File: config.mk
export PLATFORM = sky130hd
export DESIGN_NAME = pmfb_ctrl
export DESIGN_NICKNAME = d
export VERILOG_FILES = /design/src/hw/rtl/pmfb_pkg.sv /design/src/hw/rtl/pmfb_ctrl.sv
export SDC_FILE = /design/constraint.sdc
export NUM_CORES = 1
export LEC_CHECK = 0
export BUFFER_PORTS_ARGS = -buffer_cell sky130_fd_sc_hd__buf_4
export CAP_MARGIN = 15
export CORE_AREA = 2 2 39 41
export DETAILED_ROUTE_END_ITERATION = 10
export DIE_AREA = 0 0 41 43
export RECOVER_POWER = 100
export REMOVE_ABC_BUFFERS = 1
export SLEW_MARGIN = 20
export SYNTH_ARGS = -nofsm -noshare
export SYNTH_HDL_FRONTEND = slang
export SYNTH_SLANG_ARGS = --single-unit
File: constraint.sdc
create_clock -name clk -period 2.91 [get_ports clk]
set_clock_uncertainty 0.15 [all_clocks]
set_input_delay 0.291 -clock clk [delete_from_list [all_inputs] [get_ports clk]]
set_output_delay 0.291 -clock clk [all_outputs]
set_load 0.005 [all_outputs]
File: src/hw/rtl/pmfb_pkg.sv
// ----------------------------------------------------------------------------
// pmfb_pkg
// shared types, codes and constants of the page mode framebuffer refresh block
// ----------------------------------------------------------------------------
package pmfb_pkg;

  localparam int PANEL_WIDTH_DEF  = 128;
  localparam int PANEL_HEIGHT_DEF = 64;
  localparam int PAGE_ROWS        = 8;
  localparam int HEADER_STEPS     = 3;

  localparam logic [1:0] KIND_DRAW  = 2'd0;
  localparam logic [1:0] KIND_START = 2'd1;
  localparam logic [1:0] KIND_TICK  = 2'd2;

  localparam logic [7:0] CMD_PAGE_BASE = 8'hB0;
  localparam logic [7:0] CMD_COL_LOW   = 8'h00;
  localparam logic [7:0] CMD_COL_HIGH  = 8'h10;

  typedef struct packed {
    logic [1:0] kind;
    logic [7:0] pixel_x;
    logic [7:0] pixel_y;
    logic       pixel_on;
  } item_t;

  typedef struct packed {
    logic [7:0] byte_value;
    logic       is_data;
    logic       last_of_refresh;
  } result_t;

  typedef struct packed {
    logic load;
    logic clear_we;
    logic draw_we;
    logic arm;
    logic emit_cmd;
    logic emit_data;
  } ctrl_cmd_t;

  typedef struct packed {
    logic [1:0] kind;
    logic       draw_ok;
    logic       active;
    logic       cmd_step;
    logic       clear_last;
  } dp_status_t;

endpackage

File: src/hw/rtl/pmfb_ctrl.sv
// ----------------------------------------------------------------------------
// pmfb_ctrl
// sequencer for store clearing, pixel read-modify-write and refresh bytes
// ----------------------------------------------------------------------------
module pmfb_ctrl (
  input  logic                 clk,
  input  logic                 rst,
  input  logic                 start,
  output logic                 busy,
  input  pmfb_pkg::dp_status_t stat,
  output pmfb_pkg::ctrl_cmd_t  cmd
);

  typedef enum logic [2:0] {
    S_CLEAR,
    S_IDLE,
    S_EXEC,
    S_WRITE,
    S_EMIT
  } state_t;

  state_t state;
  state_t state_next;

  always_comb begin
    state_next = state;
    cmd        = '0;
    case (state)
      S_CLEAR: begin
        cmd.clear_we = 1'b1;
        if (stat.clear_last) begin
          state_next = S_IDLE;
        end
      end
      S_IDLE: begin
        if (start) begin
          cmd.load   = 1'b1;
          state_next = S_EXEC;
        end
      end
      S_EXEC: begin
        state_next = S_IDLE;
        case (stat.kind)
          pmfb_pkg::KIND_DRAW: begin
            if (stat.draw_ok) begin
              state_next = S_WRITE;
            end
          end
          pmfb_pkg::KIND_START: begin
            cmd.arm = 1'b1;
          end
          pmfb_pkg::KIND_TICK: begin
            if (stat.active) begin
              if (stat.cmd_step) begin
                cmd.emit_cmd = 1'b1;
              end else begin
                state_next = S_EMIT;
              end
            end
          end
          default: begin
            state_next = S_IDLE;
          end
        endcase
      end
      S_WRITE: begin
        cmd.draw_we = 1'b1;
        state_next  = S_IDLE;
      end
      S_EMIT: begin
        cmd.emit_data = 1'b1;
        state_next    = S_IDLE;
      end
      default: begin
        state_next = S_IDLE;
      end
    endcase
  end

  always_ff @(posedge clk) begin
    if (rst) begin
      state <= S_CLEAR;
      busy  <= 1'b1;
    end else begin
      state <= state_next;
      busy  <= (state_next != S_IDLE);
    end
  end

endmodule

==> results of run 1 <==
## worst max-delay path, cell delays in order, from the launching register on
cell,delay (ns)
dfxtp_1,0.39
or3b_1,0.41
nor4_1,0.26
buf_4,0.16
## cells in the mapped netlist
library cell | number | area (sq um)
dfxtp_1 | 4 | 80.1
nor2_1 | 3 | 11.3
nand2b_1 | 2 | 12.5
nor3b_1 | 2 | 15.0
a21bo_2 | 1 | 10.0
a21oi_1 | 1 | 5.00
a31oi_1 | 1 | 6.26
and2_1 | 1 | 6.26
and3b_2 | 1 | 10.0
and4bb_2 | 1 | 12.5
inv_1 | 1 | 3.75
nand2_1 | 1 | 3.75
nor2b_1 | 1 | 6.26
nor3_1 | 1 | 5.00
nor4_1 | 1 | 6.26
nor4b_2 | 1 | 15.0
o21bai_1 | 1 | 7.51
or3b_1 | 1 | 8.76
or4_1 | 1 | 7.51
## worst paths after layout
check                                         start                   to  slack [ns]  cells after the start
worst min-delay path                            rst  state[2]$_SDFF_PP0_        0.08                      2
worst min register to register  state[1]$_SDFF_PP0_  state[0]$_SDFF_PP0_        0.57                      3
worst max-delay path            state[1]$_SDFF_PP0_               cmd[1]        1.01                      3
worst max register to register  state[1]$_SDFF_PP0_  state[0]$_SDFF_PP0_        1.21                      3
## cell type report
class / instances / area, sq um
multi-input cells: 21 / 149
inverters: 1 / 3.75
well taps: 16 / 20.0
flip-flops and latches: 4 / 80.1
fillers: 147 / 1000
repair buffers: 15 / 109
clock buffers: 3 / 22.5
## stage by stage
step	power (uW)	util	instances	instance area (sq um)
6_report	157	0.278	60	384
5_1_grt	172	0.278	60	384
4_1_cts	161	0.280	60	388
3_5_place_dp	90.3	0.264	57	365
3_3_place_gp	90.0	0.264	57	365
2_1_floorplan	72.5	-	26	233
## logic make-up after synthesis
kind of cell	after synthesis	share of synthesized area
simple gates	17	0.516
flops	4	0.344
compound gates	4	0.124
buf+inv	1	0.0161
## report_power, final
group | internal [uW] | switching, uW
Sequential | 58.1 | 3.15
Combinational | 17.4 | 9.61
Clock | 46.1 | 22.2
Total | 122 | 35.0
## state kept, by name (all words and copies together), names as in the netlist
name,cells
state,3
busy,1
## per-layer routing
metal / share of wire / up-vias / global-route usage
met5: 0 / - / 0
met4: 0 / 0 / 0.100
met3: 0.13 / 0 / 0.0471
met2: 0.43 / 15 / 0.0969
met1: 0.44 / 114 / 0.0968
li1: - / 131 / -
==> impl_metrics.json, run 1 <==
{
  "gp_congestion": 0.679,
  "drive_gt1_frac": 0.477,
  "cp.required_ns": 2.47,
  "period_minus_slack_ns": 1.90,
  "worstMarginPinSlew_ns": 0.276,
  "fin_ws_ns": 1.01,
  "mostFrequentLayoutCells": "buf_4 (11), clkbuf_4 (6), dfxtp_1 (4)",
  "wl_per_cell_microns": 9.45,
  "setup_viol": 0,
  "maxSlewHeadroom": 0.816,
  "initial_core_util": 0.168,
  "htreeDepth": 1,
  "core.rowCount": 14,
  "rsz0062_at_grt": "false",
  "grt_overflow_total": 0,
  "path_max_fanout": 7,
  "layout_commonest_cell": "buf_4",
  "drc": 0,
  "synth.distinct_cells": 19,
  "synth-seq-area-share": 0.344,
  "port-buffer-count": 15,
  "critPathLaunchType": "flip-flop",
  "preCtsSetupSlack_ns": 1.22,
  "max_freq_mhz": 527,
  "cap_violations": 0,
  "first_iter_violations": 3,
  "syn_area_sq_um": 233,
  "viasPerCell": 4.33,
  "yosys_register_bits": 4,
  "hold_violations": 0,
  "area_growth_pct": 65.1,
  "die_x_microns": 41,
  "cts_setup_buffers": 0,
  "wirelength_microns": 567,
  "grt_pass1_vias": 228,
  "synth_warnings": 0,
  "cts_buffers": 3,
  "antenna_cells": 0,
  "die_h_microns": 43,
  "end_kind": "primary output",
  "gr-usage-all-layers": 0.0854,
  "antenna_found_initial": 0,
  "clock_path_buffers": 2,
  "fin_crit_sh": 0.652,
  "routed-via-count": 260,
  "final_nets": 55,
  "ant_nets": 0,
  "die-area_sq_um": 1760,
  "cts.sinks": 4,
  "drt-pass1-iter-count": 3,
  "crit_type": "reg2out",
  "outcome": "completed",
  "coreArea_sq_um": 1380,
  "power.density_nw_per_um2": 408,
  "cts_tree": "yes",
  "ctsResizeCount": 0,
  "irDropWorstVdd_mv": 0.109,
  "root_buffer": "clkbuf_4",
  "p_leak_uw": 0.000165,
  "drv_slew": 0,
  "hold_ws_ns": 0.0828,
  "worstHoldPathType": "in2reg",
  "critPathArrivalTime_ns": 1.45,
  "grt_max_degree": 9,
  "clock_latency_ns": 0.23,
  "fin_setup_tns_ns": 0,
  "path_clk_slew_ns": 0.04,
  "grt_first_pass_wirelength_microns": 917,
  "syn_avg_cell_area_sq_um": 8.95,
  "hpwl_microns": 455,
  "num_io_pins": 16,
  "syn_inst": 26,
  "cts.hold.buffers_added": 0
}
Power figures use the tool's default switching activity.
==> run 2: changes to the inputs <==
==> constraint.sdc (replaced) <==
create_clock -name clk -period 1.8 [get_ports clk]
set_clock_uncertainty 0.15 [all_clocks]
set_input_delay 0.18 -clock clk [delete_from_list [all_inputs] [get_ports clk]]
set_output_delay 0.18 -clock clk [all_outputs]
set_load 0.005 [all_outputs]
==> run 2 against run 1 <==
  * First-iteration DRC count is the same
  * Global-route usage shrank 0.22 points
  * Count of clock-buffer cells in the layout is the same
  * Final area grew 5.5%
  * Non-clock buffer count grew 3
  * Wire length grew 5.6%
==> impl_metrics.json, run 2 (synthesis gave the netlist of run 1 again) <==
{
  "rsz0062_at_grt": "false",
  "critPathArrivalTime_ns": 1.37,
  "worstHoldPathType": "in2reg",
  "end_kind": "primary output",
  "regMostFlops": "state",
  "fin_total_pwr_uw": 259,
  "reg.largest.list": "state x3, busy x1",
  "fin_crit_sh": 0.946,
  "cap_violations": 0,
  "clock_latency_ns": 0.24,
  "htreeDepth": 1,
  "grt_overflow_total": 0,
  "area_growth_pct": 74.2,
  "p_leak_uw": 0.000174,
  "worstMarginPinSlew_ns": 0.364,
  "crit_type": "reg2out",
  "drive_gt1_frac": 0.489,
  "cts_buffers": 3,
  "gp_congestion": 0.708,
  "root_buffer": "clkbuf_4",
  "worstPathCellList": "or3b_4 -> nor4_2 -> buf_4",
  "crit_family": "simple AND/OR/NAND/NOR gates",
  "drt-pass1-iter-count": 2,
  "viasPerCell": 4.35,
  "die_h_microns": 43,
  "first_iter_violations": 3,
  "critPathSlowestCell": "or3b_4",
  "gr-usage-all-layers": 0.0832,
  "mostFrequentLayoutCells": "buf_4 (12), clkbuf_4 (5), nor2_1 (3), dfxtp_1 (3), clkbuf_1 (3)",
  "nFillCells": 151,
  "maxSlewHeadroom": 0.754,
  "clock_path_buffers": 2,
  "cts_tree": "yes",
  "core.rowCount": 14,
  "place_inst": 59,
  "grt_pass1_vias": 262,
  "setup_viol": 0,
  "antenna_cells": 0,
  "hpwl_microns": 483,
  "grt_first_pass_wirelength_microns": 910,
  "period_minus_slack_ns": 1.70,
  "antenna_found_initial": 0,
  "cts_setup_buffers": 0,
  "power.density_nw_per_um2": 639,
  "drv_slew": 0,
  "die_x_microns": 41,
  "routed-via-count": 274,
  "final_nets": 58,
  "cp.required_ns": 1.47,
  "critPathLaunchType": "flip-flop",
  "max_freq_mhz": 587,
  "drc": 0,
  "timing.critical_path.buf_inv": 1,
  "grt_max_degree": 8,
  "fin_cells": 63,
  "die-area_sq_um": 1760,
  "largest_reg_flops": 3,
  "cts.sinks": 4,
  "layout_commonest_cell": "buf_4",
  "hold_violations": 0,
  "initial_core_util": 0.168,
  "coreArea_sq_um": 1380,
  "num_io_pins": 16,
  "path_max_fanout": 7,
  "irDropWorstVdd_mv": 0.175,
  "path_clk_slew_ns": 0.04,
  "wirelength_microns": 599,
  "fin_setup_tns_ns": 0,
  "port-buffer-count": 15,
  "hold_ws_ns": 0.0798,
  "outcome": "completed",
  "critPathMaxStageDelay_ns": 0.40,
  "ant_nets": 0,
  "wl_per_cell_microns": 9.51
}
run 2: per-layer routing:
| layer | up-vias | GRT usage | part of all wire |
|---|---|---|---|
| met2 | 14 | 0.109 | 0.42 |
| li1 | 138 | - | - |
| met4 | 0 | 0.120 | 0.037 |
| met5 | - | 0 | 0 |
| met3 | 3 | 0.0157 | 0.10 |
| met1 | 119 | 0.0865 | 0.44 |
run 2: path summary, 6_finish.rpt:
path	end	from	cells after the start	slack (ns)
worst min register to register	state[2]$_SDFF_PP0_	state[0]$_SDFF_PP0_	3	0.50
worst min-delay path	state[2]$_SDFF_PP0_	stat[1]	3	0.08
worst max register to register	state[0]$_SDFF_PP0_	state[1]$_SDFF_PP0_	3	0.14
worst max-delay path	cmd[1]	state[1]$_SDFF_PP0_	3	0.1
run 2: stage by stage:
step / util / setup slack, ns / cell area, sq um
after global routing: 0.293 / 0.0116 / 405
after global placement: 0.275 / 0.120 / 380
after CTS: 0.303 / 0.0105 / 419
after floorplan: - / 0.171 / 233
final: 0.293 / 0.0972 / 405
after detailed placement: 0.275 / 0.0941 / 380
run 2: timing repair:
item,4_1_cts,5_1_grt
gates cloned,0,0
hold endpoints to repair,2,0
endpoints found under the setup margin,1,2
gates resized for setup,1,2
hold buffers,1,0
run 2: report_power, final:
part	leakage [uW]	switching, uW	internal, uW
combinational	0.000127	19.5	31.6
sequential	0.0000333	2.47	94.2
clock	0.0000138	36.7	74.5
run 2: worst min-delay path, delay by kind of cell:
kind                   cells  cell delay [ns]
and+or+nand+nor            2             0.15
buffers and inverters      1             0.09
run 2: layout make-up:
type | count | area [sq um] | area share
tap | 16 | 20.0 | 0.0494
clock buffer | 3 | 22.5 | 0.0556
sequential | 4 | 81.3 | 0.201
inverter | 1 | 3.75 | 0.00926
multi-input combinational | 21 | 151 | 0.373
timing repair buffer | 18 | 126 | 0.312
==> run 3: changes to the inputs <==
==> constraint.sdc (replaced) <==
create_clock -name clk -period 1.8 [get_ports clk]
set_clock_uncertainty 0.15 [all_clocks]
set_input_delay 0.18 -clock clk [delete_from_list [all_inputs] [get_ports clk]]
set_output_delay 0.18 -clock clk [all_outputs]
set_load 0.02 [all_outputs]
==> run 3 against run 2 <==
  * Wire length rose by 1.3%
  * Largest power group unchanged
  * Sequential cell count unchanged
  * Total power up 2.6%
  * Sequential power down 1%
  * Highest routed layer unchanged
  * Critical path type unchanged
==> impl_metrics.json, run 3 (synthesis gave the netlist of run 1 again) <==
{
  "ant_nets": 0,
  "port-buffer-count": 15,
  "top_usage_layer": "met4",
  "hpwl_microns": 483,
  "maxSlewHeadroom": 0.752,
  "fin_crit_sh": 0.953,
  "reg.largest.list": "state x3, busy x1",
  "fin_setup_tns_ns": 0,
  "largest_reg_flops": 3,
  "htreeDepth": 1,
  "first_iter_violations": 6,
  "critPathMaxStageDelay_ns": 0.40,
  "drive_gt1_frac": 0.426,
  "setup_viol": 0,
  "met1_usage": 0.0865,
  "num_io_pins": 16,
  "path_max_fanout": 7,
  "cts.sinks": 4,
  "drc": 0,
  "rsz0062_at_grt": "false",
  "outcome": "completed",
  "die_x_microns": 41,
  "p_leak_uw": 0.000167,
  "hold_ws_ns": 0.0750,
  "gr-usage-met3": 0.0157,
  "clock_latency_ns": 0.24,
  "crit_type": "reg2out",
  "antenna_cells": 0,
  "grt_first_pass_wirelength_microns": 910,
  "grt_pass1_vias": 262,
  "critPathLaunchType": "flip-flop",
  "clkPwrFrac": 0.426,
  "regMostFlops": "state",
  "crit_family": "simple AND/OR/NAND/NOR gates",
  "pwr-share-seq": 0.360,
  "die-area_sq_um": 1760,
  "drv_slew": 0,
  "clock_path_buffers": 2,
  "grtUsageMet2": 0.109,
  "critPathArrivalTime_ns": 1.39,
  "critPathSlowestCell": "or3b_4",
  "wirelength_microns": 607,
  "switchingPower_uw": 69.1,
  "viasPerCell": 4.38,
  "routed-via-count": 276,
  "max_freq_mhz": 583,
  "coreArea_sq_um": 1380,
  "grt_max_degree": 8,
  "fin_total_pwr_uw": 266,
  "gp_congestion": 0.708,
  "cts_buffers": 3,
  "area_growth_pct": 74.2,
  "sw_frac_of_total": 0.260,
  "power.density_nw_per_um2": 655,
  "root_buffer": "clkbuf_4",
  "cp.required_ns": 1.47,
  "worstMarginPinSlew_ns": 0.367,
  "die_h_microns": 43,
  "hold_violations": 0,
  "worstHoldPathType": "in2reg",
  "worstPathCellList": "or3b_4 -> nor4_4 -> buf_4",
  "path_clk_slew_ns": 0.04,
  "drt-pass1-iter-count": 4,
  "initial_core_util": 0.168,
  "timing.critical_path.buf_inv": 1,
  "cts_tree": "yes",
  "irDropWorstVdd_mv": 0.143,
  "final_nets": 58,
  "cell_internal_pwr_uw": 197,
  "end_kind": "primary output",
  "period_minus_slack_ns": 1.72,
  "gr-usage-all-layers": 0.0832,
  "grt_overflow_total": 0,
  "cap_violations": 0,
  "mostFrequentLayoutCells": "buf_4 (11), clkbuf_1 (6), nor2_1 (3), dfxtp_1 (3), clkbuf_4 (3)",
  "combPwrFrac": 0.214,
  "layout_commonest_cell": "buf_4",
  "wl_per_cell_microns": 9.63,
  "core.rowCount": 14,
  "cts_setup_buffers": 0,
  "antenna_found_initial": 0
}
-- run 3: cell count changes in the layout (fill, tap and decap cells not counted), sizes merged --
cell,delta
clkbuf,+1
buf,-1
-- run 3: power groups by stage --
stage	logic (uW)	registers [uW]	clock network (uW)
CTS	61.6	96.7	115
global route	62.6	96.5	127
global placement	58.4	97.8	0
detailed placement	58.7	97.8	0
floorplan	22.6	102	0
finish	56.9	95.6	113
-- run 3: per-layer routing --
| layer | share of wire | up-vias | wire length, microns |
|---|---|---|---|
| met2 | 0.41 | 16 | 247 |
| met1 | 0.41 | 118 | 247 |
| li1 | - | 137 | - |
| met4 | 0.079 | 0 | 48 |
| met5 | 0 | - | 0 |
| met3 | 0.10 | 5 | 63 |
-- run 3: final timing paths --
kind / startpoint / to / slack, ns / cells after the start
min: stat[1] / state[2]$_SDFF_PP0_ / 0.08 / 3
min reg2reg: state[0]$_SDFF_PP0_ / state[2]$_SDFF_PP0_ / 0.51 / 3
max reg2reg: state[1]$_SDFF_PP0_ / state[0]$_SDFF_PP0_ / 0.14 / 3
max: state[1]$_SDFF_PP0_ / cmd[1] / 0.08 / 3
-- run 3: through the flow --
step | instance area (sq um) | cells | utilization | setup slack (ns)
5_1_grt | 405 | 63 | 0.293 | 0.00712
4_1_cts | 420 | 63 | 0.304 | 0.0317
3_5_place_dp | 380 | 59 | 0.275 | 0.0941
2_1_floorplan | 233 | 26 | - | 0.0274
6_report | 405 | 63 | 0.293 | 0.0842
3_3_place_gp | 380 | 59 | 0.275 | 0.120
-- run 3: area by class of cell --
type / count / area [sq um]
Multi-Input combinational cell: 21 / 160
Fill cell: 152 / 978
Timing Repair Buffer: 18 / 115
Tap cell: 16 / 20.0
Clock buffer: 3 / 22.5
Inverter: 1 / 3.75
Sequential cell: 4 / 83.8
-- run 3: worst reg2reg max path: stages, from the launching register on --
cell	delay (ns)
dfxtp_4	0.36
or3b_4	0.40
or4_1	0.49
and2_1	0.15
-- run 3: repair_timing --
item	4_1_cts	5_1_grt
cloned	0	0
gates resized for setup	2	3
setup endpoints to repair	1	2
hold buffers	1	0
pin swaps	0	0
hold endpoints to repair	2	0
